**src/design/edd_ram.sv**
```systemverilog
// Generic simple dual-port RAM with registered read data.
`timescale 1ns / 1ps

module edd_ram #(
    parameter int WIDTH = 8,
    parameter int DEPTH = 16
) (
    input  logic                     clk,
    input  logic                     we,
    input  logic [$clog2(DEPTH)-1:0] waddr,
    input  logic [WIDTH-1:0]         wdata,
    input  logic                     re,
    input  logic [$clog2(DEPTH)-1:0] raddr,
    output logic [WIDTH-1:0]         rdata
);

    logic [WIDTH-1:0] mem [DEPTH];
    logic [WIDTH-1:0] rdata_reg;

    always_ff @(posedge clk)
    begin
        if (we)
        begin
            mem[waddr] <= wdata;
        end
        if (re)
        begin
            rdata_reg <= mem[raddr];
        end
    end

    assign rdata = rdata_reg;

endmodule

```
**config.mk**
```make
export PLATFORM = sky130hd
export DESIGN_NAME = edd_ram
export DESIGN_NICKNAME = d
export VERILOG_FILES = /design/src/design/edd_ram.sv
export SDC_FILE = /design/constraint.sdc
export NUM_CORES = 1
export LEC_CHECK = 0
export ABC_CLOCK_PERIOD_IN_PS = 4570
export BUFFER_PORTS_ARGS = -buffer_cell sky130_fd_sc_hd__clkbuf_2
export CAP_MARGIN = 5
export CORE_AREA = 8 8 99 101
export CTS_CLUSTER_DIAMETER = 200
export DETAILED_ROUTE_END_ITERATION = 10
export DIE_AREA = 0 0 107 109
export MAX_ROUTING_LAYER = met4
export PLACE_DENSITY = 0.94
export SYNTH_ARGS = -nofsm -noshare
export SYNTH_HDL_FRONTEND = slang
export SYNTH_SLANG_ARGS = --single-unit
export TNS_END_PERCENT = 10
```
**constraint.sdc**
```tcl
create_clock -name clk -period 4.57 [get_ports clk]
set_input_delay 0.2285 -clock clk [delete_from_list [all_inputs] [get_ports clk]]
set_output_delay 0.2285 -clock clk [all_outputs]
set_load 0.03 [all_outputs]
```
==> flow_summary_export.csv <==
group,metric,value,unit
status,status,"finished clean",
floorplan,start_util,62.4,%
final_layout,final_area,6050,µm²
worst_hold_path,hold_class,"in -> reg",
clock_network,cts-buffers-inserted,17,
logic_synthesis,ys_types,18,
grt,grt_util_all_layers,20.8,%
setup_path,path_class,"in -> reg",
final_layout,multi_input_area,1070,µm²
power,clkPwrFrac,48.1,%
power,internal-power,0.00236,W
logic_synthesis,ys_seq_area_share,78.1,%
clock_network,cts.sinks,136,
final_layout,finalNetCount,284,
logic_synthesis,yosys_warnings,0,
setup_path,worstPathRequired,4.82,ns
timing,rsz0062_at_grt,"false",
clock_network,clk_latency,0.51,ns
setup_path,critPathMaxStageDelay,0.85,ns
power,p_switching,0.000632,W
setup_path,critPathSlowestCell,"clkbuf_2",
grt,grt.overflow.total,0,
floorplan,coreArea,8380,µm²
setup_path,startpoint_type,"primary input",
timing,period_needed,1.95,ns
final_layout,register_area,4080,µm²
place,numPortBuffers,26,
timing,timing.fmax,512,MHz
place,dp_hpwl,6310,µm
place,gp_congestion,0.750,
clock_network,ctsResizeCount,0,
logic_synthesis,ys_top_cells_by_count,"edfxtp_1 (136), mux4_2 (18), a22oi_1 (16)",
clock_network,htree_levels,4,
final_layout,layout-drive-gt1-share,28.8,%
drt,met1_length,4450,µm
floorplan,num_io_pins,27,
clock_network,cts_tree,"done",
drt,topRoutingLayerUsed,"met4",
setup_path,crit_family,"buffers and inverters",
final_layout,fin_util,72.2,%
clock_network,ctsHoldBuffers,0,
setup_path,cp-end-kind,"flop",
logic_synthesis,synthTopCellsByArea,"edfxtp_1 (78%), mux4_2 (7.8%), mux4_1 (7.0%)",
drt,drt_iter0_drc,280,
final_layout,synthToLayoutAreaGrowth,15.8,%
timing,setup_viol,0,
floorplan,dieWidth,107,µm
final_layout,largest_register_ffs,128,
drt,drc,0,
grt,grt_start_max_net_pins,33,
logic_synthesis,synthCells,229,
setup_path,crit_arrival,2.20,ns
timing,tns,0,ns
grt,antenna_found_initial,0,
clock_network,cts_setup_buffers,0,
setup_path,rr_startpoint,"mem[1][2]$_DFFE_PP_",
grt,grt_pass1_vias,2667,
power,p_leak,2.03,nW
clock_network,clk_transition_reported_paths,0.06,ns
logic_synthesis,syn_avg_cell_area,22.8,µm²
power,peakVddDrop,316,µV
setup_path,setup.worst_path.start,"raddr[0]",
logic_synthesis,ys.flop_type,"edfxtp_1",
timing,tightest_slew,1.26,ns
floorplan,die_h,109,µm
flow_run,cap_viol_max_count,0,
timing,finalHoldViolations,0,
setup_path,cp_max_fo,32,
power,combPwrFrac,4.5,%
logic_synthesis,synth_top_area_share,78.1,%
timing,slew-limit-headroom,15.5,%
logic_synthesis,synthesis.nets,248,
clock_network,cts_root_buf,"clkbuf_8",
logic_synthesis,synth_area,5230,µm²
final_layout,n_antenna_cell,0,
logic_synthesis,yosysMostFrequentCell,"edfxtp_1",
timing,slew_viol_final,0,
drt,wl_met3,861,µm
worst_hold_path,min_from,"re",
final_layout,fin_cells,386,
power,p_per_area,494,nW/µm²
timing,whs,0.120,ns
grt,grt_pass1_wl,16300,µm
drt,wl_per_cell,28.6,µm
place,placed_cells,354,
logic_synthesis,yosysTopAreaCell,"edfxtp_1",
logic_synthesis,ys_ff_latch,136,
place,place_area,5420,µm²
floorplan,num_rows,34,
power,power.sequential.fraction,47.4,%
drt,drtAntennaViolNets,0,
final_layout,fillers,432,
power,p_sw_share,21.2,%
timing,fin_skew,0.00493,ns
drt,vias_per_cell,6.59,
drt,drtPass1Iterations,4,
clock_network,clockBufferDepth,2,
logic_synthesis,synth_enable_flop_cells,136,
setup_path,path_cells,"clkbuf_2, mux4_1, a22oi_1, nand2_1",
setup_path,crit_buf_inv,1,
logic_synthesis,synth-async-reset-ratio,0,%
drt,vias,2543,
floorplan,die_area,11700,µm²
timing,fin_crit_sh,42.8,%
drt,wirelength,11000,µm
drt,route.met2.wl,5420,µm
[cells by family (layout without fill, tap and decap cells)]
kind of cell	Yosys count	count (layout)	share of synthesized area (%)
simple gates	35	35	3.14
buf+inv	10	59	1.65
flops	136	136	78.1
mux	32	32	14.8
compound gates	16	16	2.30
[cell type report]
type | instances | area share (%)
Timing Repair Buffer | 27 | 2.27
Sequential cell | 136 | 67.5
Clock buffer | 17 | 6.84
Multi-Input combinational cell | 83 | 17.6
Tap cell | 108 | 2.23
Clock inverter | 15 | 3.56
[worst reg2reg max path, stage by stage (launching register included)]
cell,delay (ns)
edfxtp_1,0.38
mux4_1,0.55
a22oi_1,0.28
nand2_1,0.13
[cells in the final DEF (no fill, tap or decap)]
master     instances
edfxtp_1         136
clkbuf_2          26
mux4_2            18
a22oi_1           16
clkbuf_16         16
mux4_1            14
nor2_1            13
nand2_1            9
inv_6              5
bufinv_16          4
clkinv_4           4
nand3b_1           2
nor3_2             2
nand2b_1           2
nor3_1             2
nor2b_1            1
and2_1             1
and2b_1            1
nand3_1            1
or3b_2             1
clkbuf_8           1
clkinv_2           1
inv_8              1
buf_4              1
[power groups by stage]
| stage | Sequential (W) | Combinational, W | Clock [W] |
|---|---|---|---|
| 6_report | 0.00142 | 0.000136 | 0.00144 |
| 3_3_place_gp | 0.00144 | 0.000126 | 0 |
| 3_5_place_dp | 0.00144 | 0.000132 | 0 |
| 2_1_floorplan | 0.00145 | 0.0000709 | 0 |
| 5_1_grt | 0.00142 | 0.000145 | 0.00149 |
| 4_1_cts | 0.00142 | 0.000137 | 0.00145 |
[final timing paths]
path | cells past startpoint | slack [ns] | to
worst max register to register | 3 | 2.98 | rdata[2]$_DFFE_PP_
worst min register to register | 3 | 0.78 | rdata[4]$_DFFE_PP_
worst max-delay path | 4 | 2.62 | rdata[2]$_DFFE_PP_
worst min-delay path | 1 | 0.12 | rdata[6]$_DFFE_PP_
[per-stage QoR]
| stage | setup WS (ns) | power [W] |
|---|---|---|
| global placement | 2.20 | 0.00156 |
| global route | 2.51 | 0.00305 |
| detailed placement | 2.15 | 0.00157 |
| floorplan | 2.85 | 0.00152 |
| CTS | 2.61 | 0.00300 |
| finish | 2.62 | 0.00299 |
[per-layer routing]
metal | global-route usage (%) | vias to the layer above
met3 | 4.91 | 26
met2 | 31.7 | 169
met5 | - | -
met4 | 10.5 | 0
met1 | 26.0 | 1288
li1 | - | 1060
(Power assumes the default switching activity.)
