File: src/design/edd_quant.sv
// Per-channel quantizer: level by reciprocal multiply, output by a bit-serial divider.
`timescale 1ns / 1ps

module edd_quant (
    input  logic              clk,
    input  logic              rst_n,
    input  logic              start,
    input  logic [7:0]        value,
    input  logic [7:0]        levels_m1,
    output logic              done,
    output logic [7:0]        quant,
    output logic signed [8:0] err
);

    typedef enum logic [2:0] {
        Q_IDLE,
        Q_MUL,
        Q_LVL,
        Q_DIV,
        Q_DONE
    } qstate_t;

    qstate_t     state_reg;
    logic [7:0]  v_reg;
    logic [7:0]  d_reg;
    logic [15:0] p_reg;
    logic [15:0] num_reg;
    logic [7:0]  rem_reg;
    logic [3:0]  cnt_reg;

    logic [16:0] y;
    logic [24:0] t;
    logic [7:0]  est;
    logic [16:0] resid;
    logic [7:0]  level;
    logic [15:0] scaled;
    logic [8:0]  trial;
    logic [8:0]  diff;
    logic        ge;
    logic [7:0]  rem_next;

    // round(v * (n-1) / 255): floor((2p + 255) / 510) = floor((p + 127) / 255)
    always_comb
    begin
        y      = {1'b0, p_reg} + 17'd127;
        t      = {8'b0, y} + {y, 8'b0};
        est    = t[23:16];
        resid  = y - {1'b0, est, 8'b0} + {9'b0, est};
        level  = (resid >= 17'd255) ? est + 8'd1 : est;
        scaled = {level, 8'b0} - {8'b0, level};
        trial  = {rem_reg, num_reg[15]};
        diff   = trial - {1'b0, d_reg};
        ge     = (trial >= {1'b0, d_reg});
        rem_next = ge ? diff[7:0] : trial[7:0];
    end

    always_ff @(posedge clk or negedge rst_n)
    begin
        if (!rst_n)
        begin
            state_reg <= Q_IDLE;
            cnt_reg   <= '0;
        end
        else
        begin
            case (state_reg)
                Q_IDLE:
                begin
                    if (start)
                    begin
                        v_reg     <= value;
                        d_reg     <= levels_m1;
                        state_reg <= Q_MUL;
                    end
                end
                Q_MUL:
                begin
                    p_reg     <= v_reg * d_reg;
                    state_reg <= Q_LVL;
                end
                Q_LVL:
                begin
                    num_reg   <= scaled;
                    rem_reg   <= '0;
                    cnt_reg   <= '0;
                    state_reg <= Q_DIV;
                end
                Q_DIV:
                begin
                    // shift the quotient bit into the dividend register
                    num_reg <= {num_reg[14:0], ge};
                    rem_reg <= rem_next;
                    cnt_reg <= cnt_reg + 4'd1;
                    if (cnt_reg == 4'd15)
                    begin
                        state_reg <= Q_DONE;
                    end
                end
                Q_DONE:
                begin
                    state_reg <= Q_IDLE;
                end
                default:
                begin
                    state_reg <= Q_IDLE;
                end
            endcase
        end
    end

    assign done  = (state_reg == Q_DONE);
    assign quant = num_reg[7:0];
    assign err   = $signed({1'b0, v_reg}) - $signed({1'b0, num_reg[7:0]});

endmodule

File: config.mk
export PLATFORM = sky130hd
export DESIGN_NAME = edd_quant
export DESIGN_NICKNAME = d
export VERILOG_FILES = /design/src/design/edd_quant.sv
export SDC_FILE = /design/constraint.sdc
export NUM_CORES = 1
export LEC_CHECK = 0
export BUFFER_PORTS_ARGS = -buffer_cell sky130_fd_sc_hd__buf_2
export CAP_MARGIN = 20
export CORE_MARGIN = 5
export CORE_UTILIZATION = 45
export DETAILED_ROUTE_END_ITERATION = 12
export PLACE_DENSITY = 0.62
export SLEW_MARGIN = 20
export SYNTH_ARGS = -nofsm -noshare
export SYNTH_HDL_FRONTEND = slang
export SYNTH_SLANG_ARGS = --single-unit
File: constraint.sdc
create_clock -name clk -period 9.9 [get_ports clk]
set_input_delay 1.98 -clock clk [delete_from_list [all_inputs] [get_ports clk]]
set_output_delay 1.98 -clock clk [all_outputs]
set_load 0.01 [all_outputs]
==> flow_summary.toml, run 1 <==
[run_status]
status = "finished, final reports clean"

[floorplan]
core_area_sq_mm = 0.01724
die_w_um = 142.3
row_count = 48
die_height_um = 142.3
pin_count = 37
start_util = 0.4570
design.die.area_sq_mm = 0.02025

[global_routing]
met1_usage = 0.2605
grt_antenna_before_repair = 0
use_met2 = 0.3098
grt_max_degree = 29
grt_pass1_wl_um = 30930
use_met3 = 0.02755
first_global_vias = 6085
grt_overflow = 0
busiest_layer = "met2"
grt_usage = 0.1884

[clocking]
cts_buffer_depth = 2
cts_buffers = 9
worstSkewPairLatency_ps = 330
root_buffer = "clkbuf_16"
clkSinkCount = 63
postCtsSetupBuffers = 0
cts_resized = 0
clk_pin_slew_worst_paths_ps = 60
htreeDepth = 3
holdBufCountCts = 0
cts_tree = "built"

[routing]
drt_iter0_markers = 326
drtPass1Iterations = 4
vias = 6264
drt-wirelength-per-cell_um = 16.24
detail-route-antenna-nets = 0
vias_per_cell = 5.514
route.detailed.drc = 0
drt-total-wl_um = 18440

[cells_and_area]
nNetsFinal = 1052
n_antenna_cell = 0
fillers = 1624
drive_gt1_frac = 0.1098
stdcell_count = 1136
areaGrowthSynthToFinish_pct = 7.926
register_area_sq_mm = 0.001857
multiInputGateArea_sq_mm = 0.005460

[worst_setup_path]
cp-start-kind = "register"
crit_required_ps = 9940
r2r_end = "num_reg[12]"
r2r-start = "p_reg[0]"
r2r_cells = 30
max_stage_delay_ps = 550
crit_top_cell = "ha_1"
worstSetupEndpointType = "register"
slowest_stage = "or4_4"
cp_max_fo = 11
critPathKind = "register to register"
regToRegSetupSlack_ps = 1450
arrival_ps = 8490

[sta]
rsz0062_at_grt = "false"
finalSetupViolations = 0
slew_violations = 0
tightest_slew_ps = 1030
hold_ws_ps = 498.7
min_period_ps = 8449
skew_ps = 10.63
finalCritPeriodShare = 0.8534
tns_ps = 0
maxSlewHeadroom = 0.3134
hold_viol = 0
fmax_ghz = 0.1184
setup_ws_ps = 1451

[power]
leakagePower_nw = 3.877
powerDensity_mw_per_mm2 = 210.6
finalPower_mw = 1.790
irDropWorstVdd_mv = 0.1661

[min_path]
holdPathEnd = "cnt_reg[1]"
hold_class = "register to register"
hold_depth = 2
hp-start = "cnt_reg[1]"

[yosys]
synth_edf_count = 56
synth_top_cell_by_area = "edfxtp_1"
synth_area_sq_mm = 0.007878
synth_top_area_frac = 0.2135
seq_area_frac_synth = 0.2357
synth_nets = 1027
syn_avg_cell_area_sq_um = 8.942
yosys_warnings = 0
synth_ff_type = "edfxtp_1"
yosys_register_bits = 63
synth_cell_types = 93
async_flop_share = 0.1111
synth_area_leaders = "edfxtp_1 (21%), ha_1 (14%), fa_1 (9.7%)"
syn_inst = 881

[place]
io_buffers = 36
dp.cells = 1120
dp_hpwl_um = 15050
pre_cts_ws_ps = 1564
gp_congestion = 0.8961

[job]
drv_cap = 0
per-layer routing:
layer	share of wire	routed length [um]	vias up
met1	0.48	8766	2951
met3	0.039	718	26
met4	0.022	412	0
met5	0	0	-
li1	-	-	3140
met2	0.46	8546	147
kinds of logic (layout without fill, tap and decap cells):
kind of cell	after synthesis	in the layout	share of synthesized area
buf+inv	135	165	0.07211
fa+ha+maj	128	128	0.2397
simple gates	307	307	0.2073
xor+xnor	50	50	0.05829
flops	63	63	0.2357
mux	12	12	0.01620
compound gates	186	186	0.1707
final cells by class:
type	count	share of cell area
Tap cell	225	0.03311
Multi-Input combinational cell	683	0.6422
Inverter	110	0.04857
Clock buffer	13	0.03179
Timing Repair Buffer	39	0.02384
Sequential cell	63	0.2184
Clock inverter	3	0.002060
how the worst max path moves through the flow:
stage,start,end,slack (ps),cells after the start
after detailed placement,p_reg[0],num_reg[12],1560,30
after global placement,p_reg[0],num_reg[12],1720,30
final,p_reg[0],num_reg[12],1450,30
after floorplan,p_reg[0],num_reg[15],2550,31
after global routing,p_reg[0],num_reg[12],840,33
after CTS,p_reg[0],num_reg[12],1540,30
per-stage QoR:
step | utilization | cell area, sq um
after floorplan | - | 7878
after global placement | 0.4765 | 8213
after detailed placement | 0.4765 | 8213
after CTS | 0.4932 | 8501
after global routing | 0.4932 | 8502
final | 0.4932 | 8502
report_power, final:
group          switching [mW]  leakage, nW  internal [mW]  total [mW]
Combinational           0.605         3.13          0.415        1.02
Clock                   0.109        0.142          0.189       0.298
Sequential             0.0651        0.605          0.408       0.473
Total                   0.779         3.88           1.01        1.79
layout by cell type (no fill, tap or decap), drive strengths merged, types with 7 or more instances in the layout:
| master | count |
|---|---|
| nor2 | 78 |
| xor2 | 15 |
| mux2i | 9 |
| nor3 | 14 |
| xnor2 | 34 |
| a21boi | 7 |
| nor4b | 8 |
| o21ai | 41 |
| a211oi | 9 |
| edfxtp | 56 |
| dfrtp | 7 |
| and2 | 34 |
| nand2b | 15 |
| inv | 110 |
| a21o | 22 |
| fa | 38 |
| nand2 | 76 |
| nor2b | 11 |
| a21oi | 43 |
| nor4 | 7 |
| nand3 | 20 |
| clkbuf | 13 |
| nand4 | 7 |
| ha | 89 |
| buf | 39 |
cells in the mapped netlist, types with 4 or more instances:
cell type	number
inv_1	109
ha_1	89
nor2b_1	11
mux2i_1	9
a21o_1	22
nand4_1	7
xor2_1	15
edfxtp_1	56
nor2_1	77
nand3b_1	6
and2_1	32
xnor2_1	33
buf_6	4
nor4_1	5
a21oi_1	42
nand3_1	20
or3_1	5
nor4b_1	5
o21ai_0	39
clkbuf_1	12
a31oi_1	4
o21a_1	5
a211oi_1	5
nand2b_1	15
nor3b_1	5
buf_4	8
dfrtp_1	7
a21boi_0	6
fa_1	38
a211oi_2	4
and3_1	5
o31ai_1	6
nor3_1	12
nand2_1	75
a41oi_1	4
or2_2	4
critical path, delay by kind of cell, from the launching register on:
family	cells	cell delay (ps)
DFF	1	490
buffers and inverters	3	350
xor gates and xnor gates	3	940
and+or+nand+nor	12	3150
muxes	2	440
AOI/OAI and AO/OA	5	1180
adders and majority gates	5	1600
Power figures use the tool's default switching activity.
==> inputs of run 2 (changes only) <==
--- a/config.mk
+++ b/config.mk
@@ -5,12 +5,15 @@
 export SDC_FILE = /design/constraint.sdc
 export NUM_CORES = 1
 export LEC_CHECK = 0
+export ABC_AREA = 1
 export BUFFER_PORTS_ARGS = -buffer_cell sky130_fd_sc_hd__buf_2
-export CAP_MARGIN = 20
+export CAP_MARGIN = 40
+export CELL_PAD_IN_SITES_DETAIL_PLACEMENT = 1
+export CELL_PAD_IN_SITES_GLOBAL_PLACEMENT = 1
 export CORE_MARGIN = 5
 export CORE_UTILIZATION = 45
 export DETAILED_ROUTE_END_ITERATION = 12
-export PLACE_DENSITY = 0.62
+export PLACE_DENSITY = 0.8
 export SLEW_MARGIN = 20
 export SYNTH_ARGS = -nofsm -noshare
 export SYNTH_HDL_FRONTEND = slang
==> run 2 against run 1 <==
  * Non-clock buffer count increased by 1
  * Final area decreased by 0.47%
  * Critical path depth increased by 5
  * Clock-buffer cell count unchanged
  * Register-to-register slack improved by 1300 ps
  * Synthesized cell count increased by 18%
  * Maximum frequency increased by 17%
  * Critical path type unchanged
  * Largest cell class unchanged
  * Highest routed layer unchanged
==> flow_summary.toml, run 2 <==
[routing]
drt-wirelength-per-cell_um = 16.60
drt-total-wl_um = 21450
route.detailed.drc = 0
detail-route-antenna-nets = 0
drt_iter0_markers = 277
drtPass1Iterations = 5
vias_per_cell = 5.238
vias = 6767

[floorplan]
die_w_um = 141.8
start_util = 0.4550
pin_count = 37
row_count = 48
design.die.area_sq_mm = 0.02010
die_height_um = 141.8
core_area_sq_mm = 0.01718

[clocking]
holdBufCountCts = 0
cts_tree = "built"
root_buffer = "clkbuf_16"
postCtsSetupBuffers = 0
cts_resized = 0
htreeDepth = 3
clkSinkCount = 63
cts_buffers = 9
worstSkewPairLatency_ps = 340
cts_buffer_depth = 2
clk_pin_slew_worst_paths_ps = 60

[sta]
tns_ps = 0
maxSlewHeadroom = 0.6220
hold_viol = 0
skew_ps = 9.787
finalSetupViolations = 0
rsz0062_at_grt = "false"
tightest_slew_ps = 563.5
finalCritPeriodShare = 0.7271
fmax_ghz = 0.1389
slew_violations = 0
min_period_ps = 7198

[yosys]
synth_top_cell_by_area = "edfxtp_1"
synth_area_sq_mm = 0.007815
async_flop_share = 0.1111
yosys-mux-area-fraction = 0
yosys.area_share.simple = 0.2466
synth_common_cells = "nand2_1 (214), inv_1 (209), ha_1 (89), nor2_1 (69), nand3_1 (66)"
yosys.area_share.adder = 0.2398
syn_inst = 1039
yosys_register_bits = 63
synth_cell_types = 47
synth_ff_type = "edfxtp_1"
syn_avg_cell_area_sq_um = 7.522
synth_top_family_by_area = "simple AND/OR/NAND/NOR gates"
synth_nets = 1185
post-synth-top-count-cell = "nand2_1"
seq_area_frac_synth = 0.2376
synth_top_area_frac = 0.2152
synth_area_leaders = "edfxtp_1 (22%), ha_1 (14%), nand2_1 (10%)"
synth_xor_area_frac = 0.06596
synth_compound_area_frac = 0.08517
yosys_warnings = 0
synth_edf_count = 56

[worst_setup_path]
critPathKind = "register to register"
slowest_stage = "ha_1"
path_buf_inv = 5
worstSetupEndpointType = "register"
cp_max_fo = 6
crit_required_ps = 9980
crit_top_cell = "ha_1"
cp-start-kind = "register"
regToRegSetupSlack_ps = 2700
r2r-start = "p_reg[0]"
r2r_end = "num_reg[8]"
arrival_ps = 7280
r2r_cells = 35
max_stage_delay_ps = 390
cp.depth = 35
cp_top_family = "simple AND/OR/NAND/NOR gates"

[min_path]
hp-start = "num_reg[9]"
hold_class = "register to register"
hold_depth = 2
holdPathEnd = "num_reg[10]"

[global_routing]
grt_overflow = 0
first_global_vias = 7403
grt_antenna_before_repair = 0
grt_pass1_wl_um = 35900
grt_max_degree = 28
grt_usage = 0.2211

[place]
gp_congestion = 0.9220
io_buffers = 36
dp_hpwl_um = 17990

[run_status]
status = "finished, final reports clean"

[cells_and_area]
layout_commonest_cell = "nand2_1"
nNetsFinal = 1208
fin_util = 0.4926
fillers = 2215
mostFrequentLayoutCells = "nand2_1 (214), inv_1 (209), ha_1 (89)"
areaGrowthSynthToFinish_pct = 8.277
drive_gt1_frac = 0.1050
n_antenna_cell = 0

[job]
drv_cap = 0
## run 2: routing by layer
layer | track usage | vias to the layer above | routed length [um]
met4 | 0.07828 | 0 | 622
met1 | 0.2818 | 3277 | 9530
met2 | 0.3917 | 103 | 10710
met3 | 0.01955 | 44 | 586
li1 | - | 3343 | -
met5 | 0 | - | 0
## run 2: how the worst max path moves through the flow
stage,from,end,slack (ps)
2_1_floorplan,p_reg[0],num_reg[8],4080
3_3_place_gp,p_reg[0],num_reg[8],3100
3_5_place_dp,p_reg[0],num_reg[8],2810
4_1_cts,p_reg[0],num_reg[8],2780
5_1_grt,p_reg[0],num_reg[8],2140
6_report,p_reg[0],num_reg[8],2700
## run 2: area by class of cell
class / instances / area [sq um] / share of cell area
clock inverters: 3 / 17.52 / 0.002070
repair buffers: 40 / 210.2 / 0.02484
flip-flops and latches: 63 / 1857 / 0.2194
clock buffers: 13 / 270.3 / 0.03194
multi-input cells: 724 / 4985 / 0.5891
inverters: 224 / 840.8 / 0.09936
well taps: 225 / 281.5 / 0.03327
## run 2: cell families after synthesis
group,count (synthesis)
AND/OR/NAND/NOR,426
buffers and inverters,252
adder cells (fa/ha/maj),127
AO/OA/AOI/OAI,116
flip-flops,63
XOR/XNOR,55
## run 2: worst min-delay path, stage by stage (launching register included)
cell and delay [ps]:
edfxtp_1 320, nand2_1 50, nand2_1 50
## run 2: metrics by stage
step	area, sq um	setup WS, ps	hold slack [ps]	instances
detailed placement	8174	2812	508.8	1276
CTS	8462	2780	521.9	1292
finish	8462	2702	515.6	1292
global route	8462	2145	552.0	1292
floorplan	7815	4080	490.3	1039
global placement	8174	3102	505.2	1276
Power of run 2 is not shown: default switching activity piles up to over one toggle a cycle in this logic, so the estimate is an artifact.
